--- src/hdl/rbts_pkg.sv ---
// ----------------------------------------------------------------------------
// rbts_pkg
// Shared types and constants for the rotated blit tile splitter.
// ----------------------------------------------------------------------------
package rbts_pkg;
    localparam int CW = 14;
    localparam int MW = 3;
    localparam int IN_W = 8 * CW + MW;
    localparam int IN_BYTES_W = ((IN_W + 7) / 8) * 8;
    localparam int OUT_W = 8 * CW + MW;
    localparam int OUT_BYTES_W = ((OUT_W + 7) / 8) * 8;
    localparam int MAX_TILES = 64;

    localparam logic [MW-1:0] MODE_NONE   = 3'd0;
    localparam logic [MW-1:0] MODE_ROT90  = 3'd1;
    localparam logic [MW-1:0] MODE_ROT180 = 3'd2;
    localparam logic [MW-1:0] MODE_ROT270 = 3'd3;
    localparam logic [MW-1:0] MODE_HFLIP  = 3'd4;
    localparam logic [MW-1:0] MODE_VFLIP  = 3'd5;
    localparam logic [MW-1:0] MODE_ULLR   = 3'd6;
    localparam logic [MW-1:0] MODE_URLL   = 3'd7;

    typedef logic [CW-1:0] coord_t;
endpackage

--- src/hdl/rotated_blit_tile_splitter.sv ---
// ----------------------------------------------------------------------------
// rotated_blit_tile_splitter
// Splits a rotated blit request into destination tiles with scaled source crops.
// ----------------------------------------------------------------------------
// channel | dir | contents
// s_axis  | in  | one blit request (rectangles and mode)
// m_axis  | out | one crop pair per tile, tlast on the final tile
//
// Each tile runs four multiply-divides through one shared restoring divider,
// one quotient bit per cycle over 2 * CW bits, once the request is checked.
// Whole-crop and rejected requests are answered from the check state.
// Reset returns the sequencer to idle; no request is held.
// A stalled result holds the sequencer until it is taken.
module rotated_blit_tile_splitter #(
    parameter int TILE_SIZE   = 1024,
    parameter int COORD_LIMIT = 8192
) (
    input  logic                                aclk,
    input  logic                                aresetn,
    input  logic                                s_axis_tvalid,
    output logic                                s_axis_tready,
    // src_left, src_top, src_right, src_bottom, dst_left, dst_top,
    // dst_right, dst_bottom, rotation
    input  logic [rbts_pkg::IN_BYTES_W-1:0]     s_axis_tdata,
    output logic                                m_axis_tvalid,
    input  logic                                m_axis_tready,
    // in_crop_x, in_crop_y, in_crop_w, in_crop_h, out_crop_x, out_crop_y,
    // out_crop_w, out_crop_h, rotate_mode
    output logic [rbts_pkg::OUT_BYTES_W-1:0]    m_axis_tdata,
    output logic                                m_axis_tlast,
    // bad_region
    output logic                                m_axis_tuser
);
    import rbts_pkg::*;

    localparam int PW = 2 * CW;
    localparam int QW = CW;
    localparam logic [CW-1:0] TILE_C = CW'(TILE_SIZE);
    localparam logic [16:0] LIMIT_C = 17'(COORD_LIMIT);

    localparam logic [2:0] S_IDLE = 3'd0;
    localparam logic [2:0] S_CHK  = 3'd1;
    localparam logic [2:0] S_MUL  = 3'd2;
    localparam logic [2:0] S_DIV  = 3'd3;
    localparam logic [2:0] S_OUT  = 3'd4;
    localparam logic [2:0] S_CNT  = 3'd5;

    logic [2:0] state_reg, state_next;
    coord_t c_reg [8];
    logic [MW-1:0] mode_reg;
    coord_t iw_reg, ih_reg, ow_reg, oh_reg;
    coord_t ox_reg, oy_reg;
    logic [1:0] op_reg;
    logic [PW-1:0] num_reg;
    logic [CW-1:0] rem_reg;
    logic [$clog2(PW+1)-1:0] bit_reg;
    logic [PW-1:0] quo_reg;
    coord_t res_reg [4];
    logic [OUT_W-1:0] out_reg;
    logic last_reg, bad_reg, vld_reg;

    logic swap, mx, my;
    always_comb begin
        swap = 1'b0; mx = 1'b0; my = 1'b0;
        unique case (mode_reg)
            MODE_ROT90:  begin swap = 1'b1; my = 1'b1; end
            MODE_ROT270: begin swap = 1'b1; mx = 1'b1; end
            MODE_HFLIP:  mx = 1'b1;
            MODE_VFLIP:  my = 1'b1;
            MODE_ULLR:   swap = 1'b1;
            default:     begin swap = 1'b1; mx = 1'b1; my = 1'b1; end
        endcase
    end

    coord_t tw, th;
    logic xl, yl;
    assign xl = ({1'b0, ox_reg} + {1'b0, TILE_C}) >= {1'b0, ow_reg};
    assign yl = ({1'b0, oy_reg} + {1'b0, TILE_C}) >= {1'b0, oh_reg};
    assign tw = xl ? ow_reg - ox_reg : TILE_C;
    assign th = yl ? oh_reg - oy_reg : TILE_C;

    // operand selection for the shared multiply-divide
    coord_t ma, mb, dv;
    always_comb begin
        ma = iw_reg; mb = tw; dv = ow_reg;
        case ({swap, op_reg})
            3'b000: begin ma = iw_reg; mb = tw;     dv = ow_reg; end
            3'b001: begin ma = ih_reg; mb = th;     dv = oh_reg; end
            3'b010: begin ma = iw_reg; mb = ox_reg; dv = ow_reg; end
            3'b011: begin ma = ih_reg; mb = oy_reg; dv = oh_reg; end
            3'b100: begin ma = iw_reg; mb = th;     dv = oh_reg; end
            3'b101: begin ma = ih_reg; mb = tw;     dv = ow_reg; end
            3'b110: begin ma = iw_reg; mb = oy_reg; dv = oh_reg; end
            default: begin ma = ih_reg; mb = ox_reg; dv = ow_reg; end
        endcase
    end

    logic [CW+1:0] trial;
    logic [CW:0] rsh;
    assign rsh = {rem_reg, num_reg[PW-1]};
    assign trial = {1'b0, rsh} - {2'b0, dv};

    logic bad_in;
    logic [2*CW+1:0] ntiles;
    logic [CW:0] nx, ny;
    assign nx = (CW+1)'(({1'b0, ow_reg} + {1'b0, TILE_C} - 1'b1) / TILE_SIZE);
    assign ny = (CW+1)'(({1'b0, oh_reg} + {1'b0, TILE_C} - 1'b1) / TILE_SIZE);
    assign ntiles = (2*CW+2)'(nx) * (2*CW+2)'(ny);

    coord_t sx, sy;
    assign sx = c_reg[0] + (mx ? iw_reg - res_reg[0] - res_reg[2] : res_reg[2]);
    assign sy = c_reg[1] + (my ? ih_reg - res_reg[1] - res_reg[3] : res_reg[3]);

    always_comb begin
        bad_in = 1'b0;
        for (int i = 0; i < 8; i++) begin
            if ({3'b0, c_reg[i]} > LIMIT_C) bad_in = 1'b1;
        end
        if (c_reg[2] <= c_reg[0] || c_reg[3] <= c_reg[1] ||
            c_reg[6] <= c_reg[4] || c_reg[7] <= c_reg[5]) bad_in = 1'b1;
    end

    assign s_axis_tready = (state_reg == S_IDLE) && !vld_reg;
    assign m_axis_tvalid = vld_reg;
    assign m_axis_tdata = {{(OUT_BYTES_W-OUT_W){1'b0}}, out_reg};
    assign m_axis_tlast = last_reg;
    assign m_axis_tuser = bad_reg;

    always_comb begin
        state_next = state_reg;
        unique case (state_reg)
            S_IDLE: if (s_axis_tvalid && s_axis_tready) state_next = S_CHK;
            S_CHK:  state_next = S_IDLE;
            S_MUL:  state_next = S_DIV;
            S_DIV:  if (bit_reg == 0) state_next = (op_reg == 2'd3) ? S_OUT : S_MUL;
            S_OUT:  if (!vld_reg) state_next = S_CNT;
            S_CNT:  state_next = (xl && yl) ? S_IDLE : S_MUL;
            default: state_next = S_IDLE;
        endcase
        if (state_reg == S_CHK && !bad_in && mode_reg != MODE_NONE &&
            mode_reg != MODE_ROT180 && ntiles <= (2*CW+2)'(MAX_TILES))
            state_next = S_MUL;
    end

    always_ff @(posedge aclk) begin
        if (!aresetn) begin
            state_reg <= S_IDLE;
            vld_reg <= 1'b0;
        end else begin
            state_reg <= state_next;
            if (vld_reg && m_axis_tready) vld_reg <= 1'b0;
            if (state_reg == S_CHK && state_next == S_IDLE) vld_reg <= 1'b1;
            if (state_reg == S_OUT && !vld_reg) vld_reg <= 1'b1;
        end
    end

    always_ff @(posedge aclk) begin
        unique case (state_reg)
            S_IDLE: begin
                if (s_axis_tvalid && s_axis_tready) begin
                    for (int i = 0; i < 8; i++) c_reg[i] <= s_axis_tdata[i*CW +: CW];
                    mode_reg <= s_axis_tdata[8*CW +: MW];
                    iw_reg <= s_axis_tdata[2*CW +: CW] - s_axis_tdata[0 +: CW];
                    ih_reg <= s_axis_tdata[3*CW +: CW] - s_axis_tdata[CW +: CW];
                    ow_reg <= s_axis_tdata[6*CW +: CW] - s_axis_tdata[4*CW +: CW];
                    oh_reg <= s_axis_tdata[7*CW +: CW] - s_axis_tdata[5*CW +: CW];
                end
                ox_reg <= '0; oy_reg <= '0; op_reg <= '0;
            end
            S_CHK: begin
                last_reg <= 1'b1;
                bad_reg <= 1'b1;
                out_reg <= {mode_reg, {(8*CW){1'b0}}};
                if (!bad_in && (mode_reg == MODE_NONE || mode_reg == MODE_ROT180)) begin
                    bad_reg <= 1'b0;
                    out_reg <= {mode_reg, oh_reg, ow_reg, c_reg[5], c_reg[4],
                                ih_reg, iw_reg, c_reg[1], c_reg[0]};
                end
            end
            S_MUL: begin
                num_reg <= PW'(ma) * PW'(mb);
                rem_reg <= '0;
                bit_reg <= ($clog2(PW+1))'(PW);
            end
            S_DIV: begin
                if (bit_reg != 0) begin
                    bit_reg <= bit_reg - 1'b1;
                    num_reg <= {num_reg[PW-2:0], 1'b0};
                    if (!trial[CW+1]) begin
                        rem_reg <= trial[CW-1:0];
                        quo_reg <= {quo_reg[PW-2:0], 1'b1};
                    end else begin
                        rem_reg <= rsh[CW-1:0];
                        quo_reg <= {quo_reg[PW-2:0], 1'b0};
                    end
                end else begin
                    res_reg[op_reg] <= quo_reg[QW-1:0];
                    op_reg <= op_reg + 1'b1;
                end
            end
            S_OUT: begin
                if (!vld_reg) begin
                    bad_reg <= 1'b0;
                    last_reg <= xl && yl;
                    out_reg <= {mode_reg, th, tw, c_reg[5] + oy_reg,
                                c_reg[4] + ox_reg, res_reg[1], res_reg[0], sy, sx};
                end
            end
            S_CNT: begin
                if (xl) begin
                    ox_reg <= '0;
                    oy_reg <= oy_reg + TILE_C;
                end else ox_reg <= ox_reg + TILE_C;
            end
            default: ;
        endcase
    end
endmodule
--- config.mk ---
export PLATFORM = sky130hd
export DESIGN_NAME = rotated_blit_tile_splitter
export DESIGN_NICKNAME = d
export VERILOG_FILES = /design/src/hdl/rbts_pkg.sv /design/src/hdl/rotated_blit_tile_splitter.sv
export SDC_FILE = /design/constraint.sdc
export NUM_CORES = 1
export LEC_CHECK = 0
export ABC_AREA = 1
export BUFFER_PORTS_ARGS = -buffer_cell sky130_fd_sc_hd__buf_2
export CAP_MARGIN = 20
export CORE_ASPECT_RATIO = 1.75
export CORE_MARGIN = 1
export CORE_UTILIZATION = 67
export CTS_BUF_LIST = sky130_fd_sc_hd__clkbuf_16
export CTS_CLUSTER_SIZE = 28
export DETAILED_ROUTE_END_ITERATION = 7
export HOLD_SLACK_MARGIN = 0.06
export PLACE_DENSITY = 0.88
export SLEW_MARGIN = 20
export SYNTH_ARGS = -nofsm -noshare
export SYNTH_HDL_FRONTEND = slang
export SYNTH_SLANG_ARGS = --single-unit
--- constraint.sdc ---
create_clock -name aclk -period 11.8 [get_ports aclk]
set_input_delay 1.18 -clock aclk [delete_from_list [all_inputs] [get_ports aclk]]
set_output_delay 1.18 -clock aclk [all_outputs]
set_load 0.05 [all_outputs]
; Yosys cells after proc, flatten, opt, wreduce, memory -nomap -nowiden
; Memories as Yosys holds them, arrays and structs flattened.
; Cells that the tools add are included.
[totals]
register_bits = 271
latchBits = 0
ram_bits = 168
romBits = 0
output_inout_bits = 124
elab_cells = 182
memories = 2
[memory_table]
columns = memory, words, word_bits, read_ports, rd_ports_with_merged_regs, write_ports, line
row1 = c_reg, 8, 14, 8, 0, 8, rotated_blit_tile_splitter.sv:49  ; coord_t c_reg [8];
row2 = res_reg, 4, 14, 4, 0, 1, rotated_blit_tile_splitter.sv:58  ; coord_t res_reg [4];
[classes]
add_sub_neg = 25
multipliers = 2
div = 0
n_lt_le_gt_ge = 15
n_eq_ne = 23
n_shift = 0
muxes = 55
bitwise_logic = 0
reduce_logical = 43
[ops]
columns = cell, count
row1 = $pmux W115 S2, 1
row2 = $mux W14, 10
row3 = $sub A14 B14 Y14, 10
row4 = $mux W115, 1
row5 = $gt A14 B14 Y1 const B, 8
row6 = $mux W112, 1
row7 = $pmux W14 S2, 3
row8 = $add A14 B11 Y15 const B, 4
row9 = $add A14 B14 Y14, 4
row10 = $le A14 B14 Y1, 4
row11 = $pmux W28 S2, 1
row12 = $pmux W14 S3, 1
row13 = $sub A15 B1 Y16 const B, 2
row14 = $ge A15 B14 Y1, 2
row15 = $le A30 B7 Y1 const B, 1
row16 = $mul A15 B15 Y30, 1
row17 = $add A14 B11 Y14 const B, 2
row18 = $mul A14 B14 Y28, 1
row19 = $mux W28, 1
row20 = $eq A3 B3 Y1 const B, 8
row21 = $mux W1, 23
row22 = $eq A3 B2 Y1 const B, 6
row23 = $sub A15 B14 Y16, 1
row24 = $mux W3, 5
row25 = 24 further kinds, 62

; Logic depth before layout (Yosys ltp)
; Gate-level depths: netlist of the first run.
; An unclocked memory read counts as a cell.
[logic_depth]
depth_word = 21
mapped_depth = 37

; Worst setup path after synthesis of the first run
; OpenSTA, ideal clock, no wires.
[synth_path]
kind = flip-flop to flip-flop
startpoint = register ox_reg[10]
endpoint = register num_reg[18], data pin
setup_time_ps = 254
arrival_ps = 6789
required_ps = 11546
slack_ps = 4758
path_stages_with_launch = 34
n_path_buf = 1
path_cell_list = edfxtp_1 > ha_1 > nor2_1 > nor2_1 > ha_1 > a21oi_1 > o211ai_1 > a21oi_2 > inv_2 > buf_4 > nand3_1 > nand2_1 > inv_2 > nor2_1 > fa_1 > inv_1 > fa_1 > inv_1 > fa_1 > inv_1 > fa_1 > inv_1 > fa_1 > inv_1 > fa_1 > inv_1 > ha_1 > a21oi_1 > o21ai_0 > a21oi_1 > o31ai_1 > or2_2 > nand3_1 > nand2_1
[synth_via]
elab_chain_len = 6
[synth_rtl]
columns = item, line
row1 = from (decl), rotated_blit_tile_splitter.sv:52  ; coord_t ox_reg, oy_reg;
row2 = from (signal assigned), rotated_blit_tile_splitter.sv:213  ; end else ox_reg <= ox_reg + TILE_C;
row3 = $add A14 B11 Y15, rotated_blit_tile_splitter.sv:77  ; assign xl = ({1'b0, ox_reg} + {1'b0, TILE_C}) >= {1'b0, ow_reg};
row4 = $ge A15 B14 Y1, rotated_blit_tile_splitter.sv:77
row5 = $mux W14, rotated_blit_tile_splitter.sv:79  ; assign tw = xl ? ow_reg - ox_reg : TILE_C;
row6 = $pmux W14 S3 *, rotated_blit_tile_splitter.sv:86  ; case ({swap, op_reg})
row7 = $mul A14 B14 Y28 *, rotated_blit_tile_splitter.sv:181  ; num_reg <= PW'(ma) * PW'(mb);
row8 = $pmux W28 S2 *, rotated_blit_tile_splitter.sv:158  ; unique case (state_reg)
row9 = to (signal assigned), rotated_blit_tile_splitter.sv:181
row10 = to (signal assigned), rotated_blit_tile_splitter.sv:188  ; num_reg <= {num_reg[PW-2:0], 1'b0};
row11 = to (decl), rotated_blit_tile_splitter.sv:54  ; logic [PW-1:0] num_reg;
; Mark *: on every way between the ends. The rest lies on a longest branch, timed or not.
; A chain may end at the register's enable or synchronous reset.

; Worst setup path in the final report of the first run
[layout_path]
startpoint = register oy_reg[10]
endpoint = register num_reg[20], data pin
[layout_via]
elab_chain_len = 6
[layout_rtl]
columns = item, line
row1 = from (decl), rotated_blit_tile_splitter.sv:52
row2 = from (signal assigned), rotated_blit_tile_splitter.sv:212  ; oy_reg <= oy_reg + TILE_C;
row3 = $add A14 B11 Y15, rotated_blit_tile_splitter.sv:78  ; assign yl = ({1'b0, oy_reg} + {1'b0, TILE_C}) >= {1'b0, oh_reg};
row4 = $ge A15 B14 Y1, rotated_blit_tile_splitter.sv:78
row5 = $mux W14, rotated_blit_tile_splitter.sv:80  ; assign th = yl ? oh_reg - oy_reg : TILE_C;
row6 = $pmux W14 S3 *, rotated_blit_tile_splitter.sv:86
row7 = $mul A14 B14 Y28 *, rotated_blit_tile_splitter.sv:181
row8 = $pmux W28 S2 *, rotated_blit_tile_splitter.sv:158
; Marked as above.

==> run_results.csv, run 1 <==
group,metric,value,unit
detailed_routing,detail_route.first_pass.iterations,8,
floorplan,rows,105,
floorplan,start_util,0.6827,
clocking,cts-buffers-inserted,39,
worst_setup_path,largest_fanout_of_any_net_on_the_critical_path,19,
detailed_routing,antenna_violating_nets_post_route,0,
cells_and_area,area_delta_synth_final,9.462,%
worst_setup_path,cp.required,12200,ps
power_and_ir_drop,switching_share,0.4060,
detailed_routing,route.final.wire_length,89870,um
global_route,grt_pass1_wl,138700,um
worst_setup_path,cp_slowest_stage_delay,560,ps
sta,totalNegativeSetupSlack,0,ps
detailed_routing,drt-initial-drc-count,2120,
clocking,clk_transition_reported_paths,70,ps
power_and_ir_drop,power_density,160.9,mW/mm^2
detailed_routing,wl_per_cell,20.33,um
cells_and_area,finish.cell_count_without_fillers,4420,
power_and_ir_drop,clockPowerShare,0.216,
floorplan,die_w,167.7,um
cells_and_area,diodes,0,
cells_and_area,number_of_filler_cells_placed_in_the_layout,3306,
place,hpwlAfterDp,69100,um
sta,unrepaired_setup_endpoints_after_global_routing,"no",
worst_setup_path,critical_path.endpoint_type,"register",
yosys,gate_count_after_technology_mapping,3554,
place,pre_cts_slack,3500,ps
cells_and_area,post-route-cell-area,0.03525,sq mm
detailed_routing,route.detailed.vias_per_inst,5.913,
yosys,synthTopCellsByCount,"731 x sky130_fd_sc_hd__nand2_1, 595 x sky130_fd_sc_hd__inv_1, 415 x sky130_fd_sc_hd__edfxtp_1",
yosys,synth_top_cells_by_area,"sky130_fd_sc_hd__edfxtp_1 39%, sky130_fd_sc_hd__ha_1 13%, sky130_fd_sc_hd__fa_1 12%, sky130_fd_sc_hd__nand2_1 8.5%, sky130_fd_sc_hd__inv_1 6.9%",
sta,number_of_endpoints_failing_setup_at_the_final_stage,0,
cells_and_area,design.final.nets,4445,
worst_setup_path,start_kind,"register",
yosys,synth.top_cell.area_share,0.3870,
worst_setup_path,critical_path_arrival,8920,ps
global_route,grt-ovfl-total,0,
sta,final_worst_path_period_need,8519,ps
sta,worst_pin_slew,1021,ps
detailed_routing,drc,1,
place,gpl.final_weighted_congestion,0.9930,
sta,postLayoutSetupSlackWorst,3281,ps
yosys,top_count_cell_post_synth,"sky130_fd_sc_hd__nand2_1",
yosys,yosys_most_used_dff,"sky130_fd_sc_hd__edfxtp_1",
min_path,min-delay-path-class,"reg -> reg",
clocking,post_cts.resized_instances,0,
clocking,tritoncts,"yes",
clocking,clockRootBuffer,"sky130_fd_sc_hd__clkbuf_16",
sta,maxClockFrequency,117.4,MHz
outcome,run_status,"finished, violations left",
yosys,netlist.top_cell.by_area,"sky130_fd_sc_hd__edfxtp_1",
global_route,grt_max_degree,89,
global_route,antenna_found_initial,3,
cells_and_area,postLayoutCoreUtil,0.7473,
worst_setup_path,critical_path.slowest_cell,"sky130_fd_sc_hd__edfxtp_1",
floorplan,die-height,292.0,um
sta,final_hold_violating_endpoints,0,
clocking,cts.hold.buffers_added,0,
power_and_ir_drop,p_sw,2302,uW
floorplan,io_pins,248,
global_route,grt_pass1_vias,26930,
yosys,ys_async_sr_fraction,0,
cells_and_area,combined_area_of_the_multi_input_logic_cells,0.01709,sq mm
sta,clock_skew,27.24,ps
yosys,mappedNetlistArea,0.03220,sq mm
place,port_buffers,237,
clocking,clock_sinks,419,
sta,timing.final.max_slew_violations,0,
cells_and_area,final_layout_size_suffix_gt1_frac,0.09916,
floorplan,fp.coreArea,0.04716,sq mm
clocking,cts_htree_levels,2,
power_and_ir_drop,static-leakage-power,0.01696,uW
place,placed_instances,4350,
clocking,clk-insertion-delay-late,570,ps
yosys,syn_area_per_cell,9.060,sq um
worst_setup_path,setup.worst_path.class,"reg -> reg",
clocking,cts.repair_timing.setup_buffer_count,0,
power_and_ir_drop,seqPwrFrac,0.327,
yosys,edff_count_synth,415,
power_and_ir_drop,power_report.internal_total,3369,uW
yosys,synth_seq_cells,419,
cells_and_area,largest_register_ffs,115,
cells_and_area,final-seq-area,0.01254,sq mm
yosys,synth.yosys.warnings,0,
sta,slew_headroom,0.3189,
detailed_routing,total_number_of_vias,26140,
job,cap_violations,0,
yosys,ys_seq_area_frac,0.3895,
place,placedInstanceArea,0.03403,sq mm
sta,final.period_utilization,0.7220,
power_and_ir_drop,combinational_power_share,0.457,
clocking,cts-root-to-sink-buffers,3,
power_and_ir_drop,largest_vdd_supply_drop,0.1336,mV
floorplan,fp.dieArea,0.04898,sq mm
yosys,ys_types,53,
global_route,global_route.usage.total,0.3732,
outcome,violations,"DRC",
## final timing paths
check	startpoint	depth (start not counted)	slack (ps)	end
worst max-delay path	oy_reg[10]	31	3280	num_reg[20]
worst min-delay path	num_reg[1]	2	520	num_reg[2]
worst max register to register	oy_reg[10]	31	3280	num_reg[20]
worst min register to register	num_reg[1]	2	520	num_reg[2]
## final cells by class
class / count / area share
tap: 588 / 0.02087
inverter: 615 / 0.06563
clock buffer: 39 / 0.02769
timing repair buffer: 260 / 0.03912
sequential: 419 / 0.3558
multi-input combinational: 2469 / 0.4848
clock inverter: 30 / 0.006106
## power groups by stage
stage                     clock, uW  combinational [uW]  sequential [uW]
after global routing           1270                2930             1860
after global placement            0                2470             1880
after floorplan                   0                1870             1910
final                          1220                2590             1860
after detailed placement          0                2540             1880
after CTS                      1230                2570             1850
## metal layers
layer,global-route usage,up-vias,share of wire
li1,-,12150,-
met1,0.4033,12340,0.33
met2,0.6602,1218,0.51
met3,0.05123,426,0.073
met4,0.2824,2,0.087
met5,0,-,0.00014
## logic make-up after synthesis
family / after synthesis / share of synthesized area
flops: 419 / 0.3895
fa+ha+maj: 517 / 0.2440
simple gates: 1344 / 0.1713
other cells: 1 / 0.0001165
compound gates: 496 / 0.08463
xor+xnor: 107 / 0.02910
buf+inv: 670 / 0.08133
## placed cells by master (no fill, tap or decap), drive strengths merged, types with 3 or more instances in the layout
cell type,n
nand2,738
inv,623
edfxtp,415
nor2,362
ha,332
buf,260
o21ai,217
a21oi,187
fa,185
nand3,133
xnor2,55
xor2,52
clkbuf,39
nor3,38
nand4,32
or2,30
a31oi,22
clkinv,18
a21o,16
o21bai,11
o31ai,8
a21boi,8
o21a,6
conb,5
nor4,5
o2111ai,4
nand3b,4
dfxtp,4
o221ai,3
a211oi,3
o211ai,3
o22ai,3
## critical path: cells and delay by family, from the launching register on
family	cells	cell delay, ps
adder cells (fa/ha/maj)	9	4100
flip-flops	1	560
AO/OA/AOI/OAI	6	1210
AND/OR/NAND/NOR	12	1940
buffers and inverters	4	540
## stage by stage
step / total power [uW] / hold WS [ps]
floorplan: 3775 / 458.7
global placement: 4350 / 499.6
detailed placement: 4420 / 509.1
CTS: 5650 / 526.7
global route: 6057 / 548.2
finish: 5671 / 522.1
(Power assumes the default switching activity.)
==> run 2: changes to the inputs <==
--- a/config.mk
+++ b/config.mk
@@ -5,17 +5,17 @@
 export SDC_FILE = /design/constraint.sdc
 export NUM_CORES = 1
 export LEC_CHECK = 0
-export ABC_AREA = 1
+export ABC_AREA = 0
 export BUFFER_PORTS_ARGS = -buffer_cell sky130_fd_sc_hd__buf_2
 export CAP_MARGIN = 20
 export CORE_ASPECT_RATIO = 1.75
 export CORE_MARGIN = 1
-export CORE_UTILIZATION = 67
+export CORE_UTILIZATION = 62
 export CTS_BUF_LIST = sky130_fd_sc_hd__clkbuf_16
 export CTS_CLUSTER_SIZE = 28
 export DETAILED_ROUTE_END_ITERATION = 7
 export HOLD_SLACK_MARGIN = 0.06
-export PLACE_DENSITY = 0.88
+export PLACE_DENSITY = 0.82
 export SLEW_MARGIN = 20
 export SYNTH_ARGS = -nofsm -noshare
 export SYNTH_HDL_FRONTEND = slang
==> constraint.sdc (replaced) <==
create_clock -name aclk -period 8.3 [get_ports aclk]
set_input_delay 0.83 -clock aclk [delete_from_list [all_inputs] [get_ports aclk]]
set_output_delay 0.83 -clock aclk [all_outputs]
set_load 0.05 [all_outputs]
==> run 2 against run 1 <==
Against the previous run: the flow now finishes without violations; worst hold slack lost 87 ps; sequential power rose by 41%; die area grew 4.5%; largest cell class unchanged.
==> run_results.csv, run 2 <==
group,metric,value,unit
outcome,run_status,"finished clean",
detailed_routing,antenna_violating_nets_post_route,0,
floorplan,die_w,171.4,um
worst_setup_path,cp_slowest_stage_delay,540,ps
place,placed_instances,3842,
worst_setup_path,cp.required,8600,ps
clocking,tritoncts,"yes",
detailed_routing,drc,0,
sta,worst_pin_slew,1061,ps
cells_and_area,largest_register_ffs,115,
place,port_buffers,237,
worst_setup_path,ff2ff_setup_slack,260,ps
sta,final.period_utilization,0.9682,
worst_setup_path,start_kind,"register",
clocking,clk-insertion-delay-late,580,ps
worst_setup_path,worst_path_dominant_cell_family,"adder cells",
sta,final_hold_violating_endpoints,0,
clocking,cts-root-to-sink-buffers,3,
clocking,cts-buffers-inserted,42,
yosys,edff_count_synth,415,
cells_and_area,area_delta_synth_final,13.23,%
detailed_routing,route.detailed.vias_per_inst,6.011,
floorplan,io_pins,248,
clocking,clock_sinks,419,
floorplan,fp.coreArea,0.04959,sq mm
power_and_ir_drop,largest_vdd_supply_drop,0.1722,mV
worst_setup_path,setup.worst_path.class,"reg -> reg",
sta,clock_skew,21.11,ps
power_and_ir_drop,power_density,232.2,mW/mm^2
clocking,clk_transition_reported_paths,60,ps
power_and_ir_drop,p_sw,3145,uW
min_path,holdPathEnd,"mode_reg[0]",
yosys,ys_seq_area_frac,0.4027,
sta,timing.final.max_slew_violations,0,
yosys,ys_types,69,
worst_setup_path,reg2regPathDepth,30,
global_route,grt_pass1_wl,134100,um
global_route,antenna_found_initial,8,
cells_and_area,layout_commonest_cell,"sky130_fd_sc_hd__edfxtp_1",
power_and_ir_drop,static-leakage-power,0.01585,uW
floorplan,start_util,0.6279,
cells_and_area,number_of_filler_cells_placed_in_the_layout,3581,
cells_and_area,layout_common_cells,"415 x sky130_fd_sc_hd__edfxtp_1, 411 x sky130_fd_sc_hd__inv_1, 331 x sky130_fd_sc_hd__ha_1",
yosys,synth.top_cell.area_share,0.4002,
yosys,ys_async_sr_fraction,0,
global_route,grt_pass1_vias,24790,
yosys,netlist.top_cell.by_area,"sky130_fd_sc_hd__edfxtp_1",
power_and_ir_drop,clockPowerShare,0.238,
place,gpl.final_weighted_congestion,1.038,
detailed_routing,wl_per_cell,22.48,um
place,hpwlAfterDp,70520,um
power_and_ir_drop,combinational_power_share,0.441,
worst_setup_path,critical_path.n_buffers_inverters,7,
job,cap_violations,0,
global_route,grt_max_degree,67,
sta,maxClockFrequency,124.4,MHz
detailed_routing,detail_route.first_pass.iterations,6,
place,pre_cts_slack,-33.97,ps
yosys,gate_count_after_technology_mapping,2893,
detailed_routing,drt-initial-drc-count,1686,
worst_setup_path,critical_path.endpoint_type,"register",
yosys,synth.yosys.warnings,0,
yosys,top_count_cell_post_synth,"sky130_fd_sc_hd__edfxtp_1",
sta,slew_headroom,0.2926,
floorplan,fp.dieArea,0.05116,sq mm
sta,number_of_endpoints_failing_setup_at_the_final_stage,0,
worst_setup_path,critical_path_arrival,8340,ps
yosys,mappedNetlistArea,0.03114,sq mm
min_path,worst_hold_path.num_cells,1,
cells_and_area,design.final.nets,3871,
power_and_ir_drop,power_report.internal_total,5043,uW
detailed_routing,total_number_of_vias,23610,
power_and_ir_drop,switching_share,0.3841,
min_path,timing.hold.worst.start,"s_axis_tdata[112]",
yosys,synth_seq_cells,419,
yosys,syn_area_per_cell,10.76,sq um
yosys,yosys_most_used_dff,"sky130_fd_sc_hd__edfxtp_1",
worst_setup_path,rr_startpoint,"ox_reg[10]",
clocking,clockRootBuffer,"sky130_fd_sc_hd__clkbuf_16",
floorplan,die-height,298.5,um
worst_setup_path,critical_path.slowest_cell,"sky130_fd_sc_hd__fa_1",
yosys,synthTopCellsByCount,"415 x sky130_fd_sc_hd__edfxtp_1, 407 x sky130_fd_sc_hd__inv_1, 332 x sky130_fd_sc_hd__ha_1",
clocking,cts_htree_levels,2,
worst_setup_path,largest_fanout_of_any_net_on_the_critical_path,7,
cells_and_area,final_layout_size_suffix_gt1_frac,0.1493,
worst_setup_path,crit-reg2reg-capture,"num_reg[26]",
floorplan,rows,108,
cells_and_area,finish.cell_count_without_fillers,3928,
min_path,min-delay-path-class,"in -> reg",
power_and_ir_drop,seqPwrFrac,0.320,
global_route,grt-ovfl-total,0,
yosys,synth_top_cells_by_area,"sky130_fd_sc_hd__edfxtp_1 40%, sky130_fd_sc_hd__ha_1 13%, sky130_fd_sc_hd__fa_1 12%, sky130_fd_sc_hd__inv_1 4.9%, sky130_fd_sc_hd__nor2_1 3.3%",
sta,final_worst_path_period_need,8036,ps
cells_and_area,postLayoutCoreUtil,0.7110,
global_route,global_route.usage.total,0.3511,
detailed_routing,route.final.wire_length,88280,um
power_and_ir_drop,total_power,8188,uW
sta,postLayoutSetupSlackWorst,264.1,ps
run 2: cell count changes after synthesis, sizes merged, moves of 58 or more:
cell   previous run  this run
a21oi           187       129
nand3           133        40
inv             610       407
a22o              0        72
o21ai           217        93
xnor2            55       114
nand2           738       224
nor2            362       270
run 2: cell type report:
class                      count  area [sq um]  share of cell area
tap                          660         825.8             0.02342
inverter                     407          1528             0.04333
antenna                        6         15.01           0.0004258
sequential                   419         12540              0.3557
clock buffer                  42          1051             0.02981
multi-input combinational   2005         16880              0.4789
clock inverter                34         340.3            0.009652
timing repair buffer         355          2073             0.05880
run 2: repair_timing:
| item | in CTS | in global routing |
|---|---|---|
| pin swaps | 0 | 7 |
| setup buffers | 0 | 3 |
| resized for setup | 1 | 21 |
| endpoints found under the setup margin | 1 | 9 |
| hold buffers | 0 | 0 |
| gates cloned | 0 | 0 |
run 2: worst max path at each step:
stage	depth (start not counted)	slack [ps]	startpoint	endpoint
global route	30	-60	ox_reg[10]	num_reg[26]
floorplan	33	0.7	oy_reg[10]	num_reg[24]
CTS	32	9	oy_reg[10]	num_reg[20]
detailed placement	27	-30	oy_reg[10]	num_reg[27]
finish	30	260	ox_reg[10]	num_reg[26]
global placement	27	130	oy_reg[10]	num_reg[27]
run 2: logic make-up after synthesis:
group,after synthesis,synth area share
xor+xnor,157,0.04416
simple gates,746,0.1083
compound gates,522,0.1134
mux,58,0.01945
flops,419,0.4027
fa+ha+maj,517,0.2523
buf+inv,473,0.05954
other cells,1,0.0001204
run 2: worst reg2reg max path: cells and delay by family (launching register included):
family / cells / cell delay (ps)
AO/OA/AOI/OAI: 11 / 2260
XOR/XNOR: 1 / 190
adder cells (fa/ha/maj): 9 / 4030
buffers and inverters: 7 / 490
flip-flops: 1 / 440
AND/OR/NAND/NOR: 2 / 340
run 2: metrics by stage:
stage / instance area, sq um / TNS [ps] / hold slack, ps
4_1_cts: 35150 / 0 / 416.1
3_5_place_dp: 33750 / -33.97 / 500.4
5_1_grt: 35260 / -114.6 / 426.7
6_report: 35260 / 0 / 434.9
3_3_place_gp: 33750 / 0 / 491.8
2_1_floorplan: 31160 / 0 / 458.7
run 2: power groups by stage:
| stage | clock [uW] | combinational, uW | sequential (uW) |
|---|---|---|---|
| 6_report | 1950 | 3610 | 2620 |
| 4_1_cts | 1960 | 3570 | 2620 |
| 2_1_floorplan | 0 | 2460 | 2720 |
| 3_5_place_dp | 0 | 3530 | 2660 |
| 5_1_grt | 2040 | 4020 | 2630 |
| 3_3_place_gp | 0 | 3410 | 2660 |
run 2: layer usage:
layer,vias to the layer above,GRT usage,part of all wire
met5,-,0,0
met4,0,0.2315,0.075
met2,1083,0.6313,0.52
met1,11490,0.3839,0.35
li1,10740,-,-
met3,292,0.04185,0.061
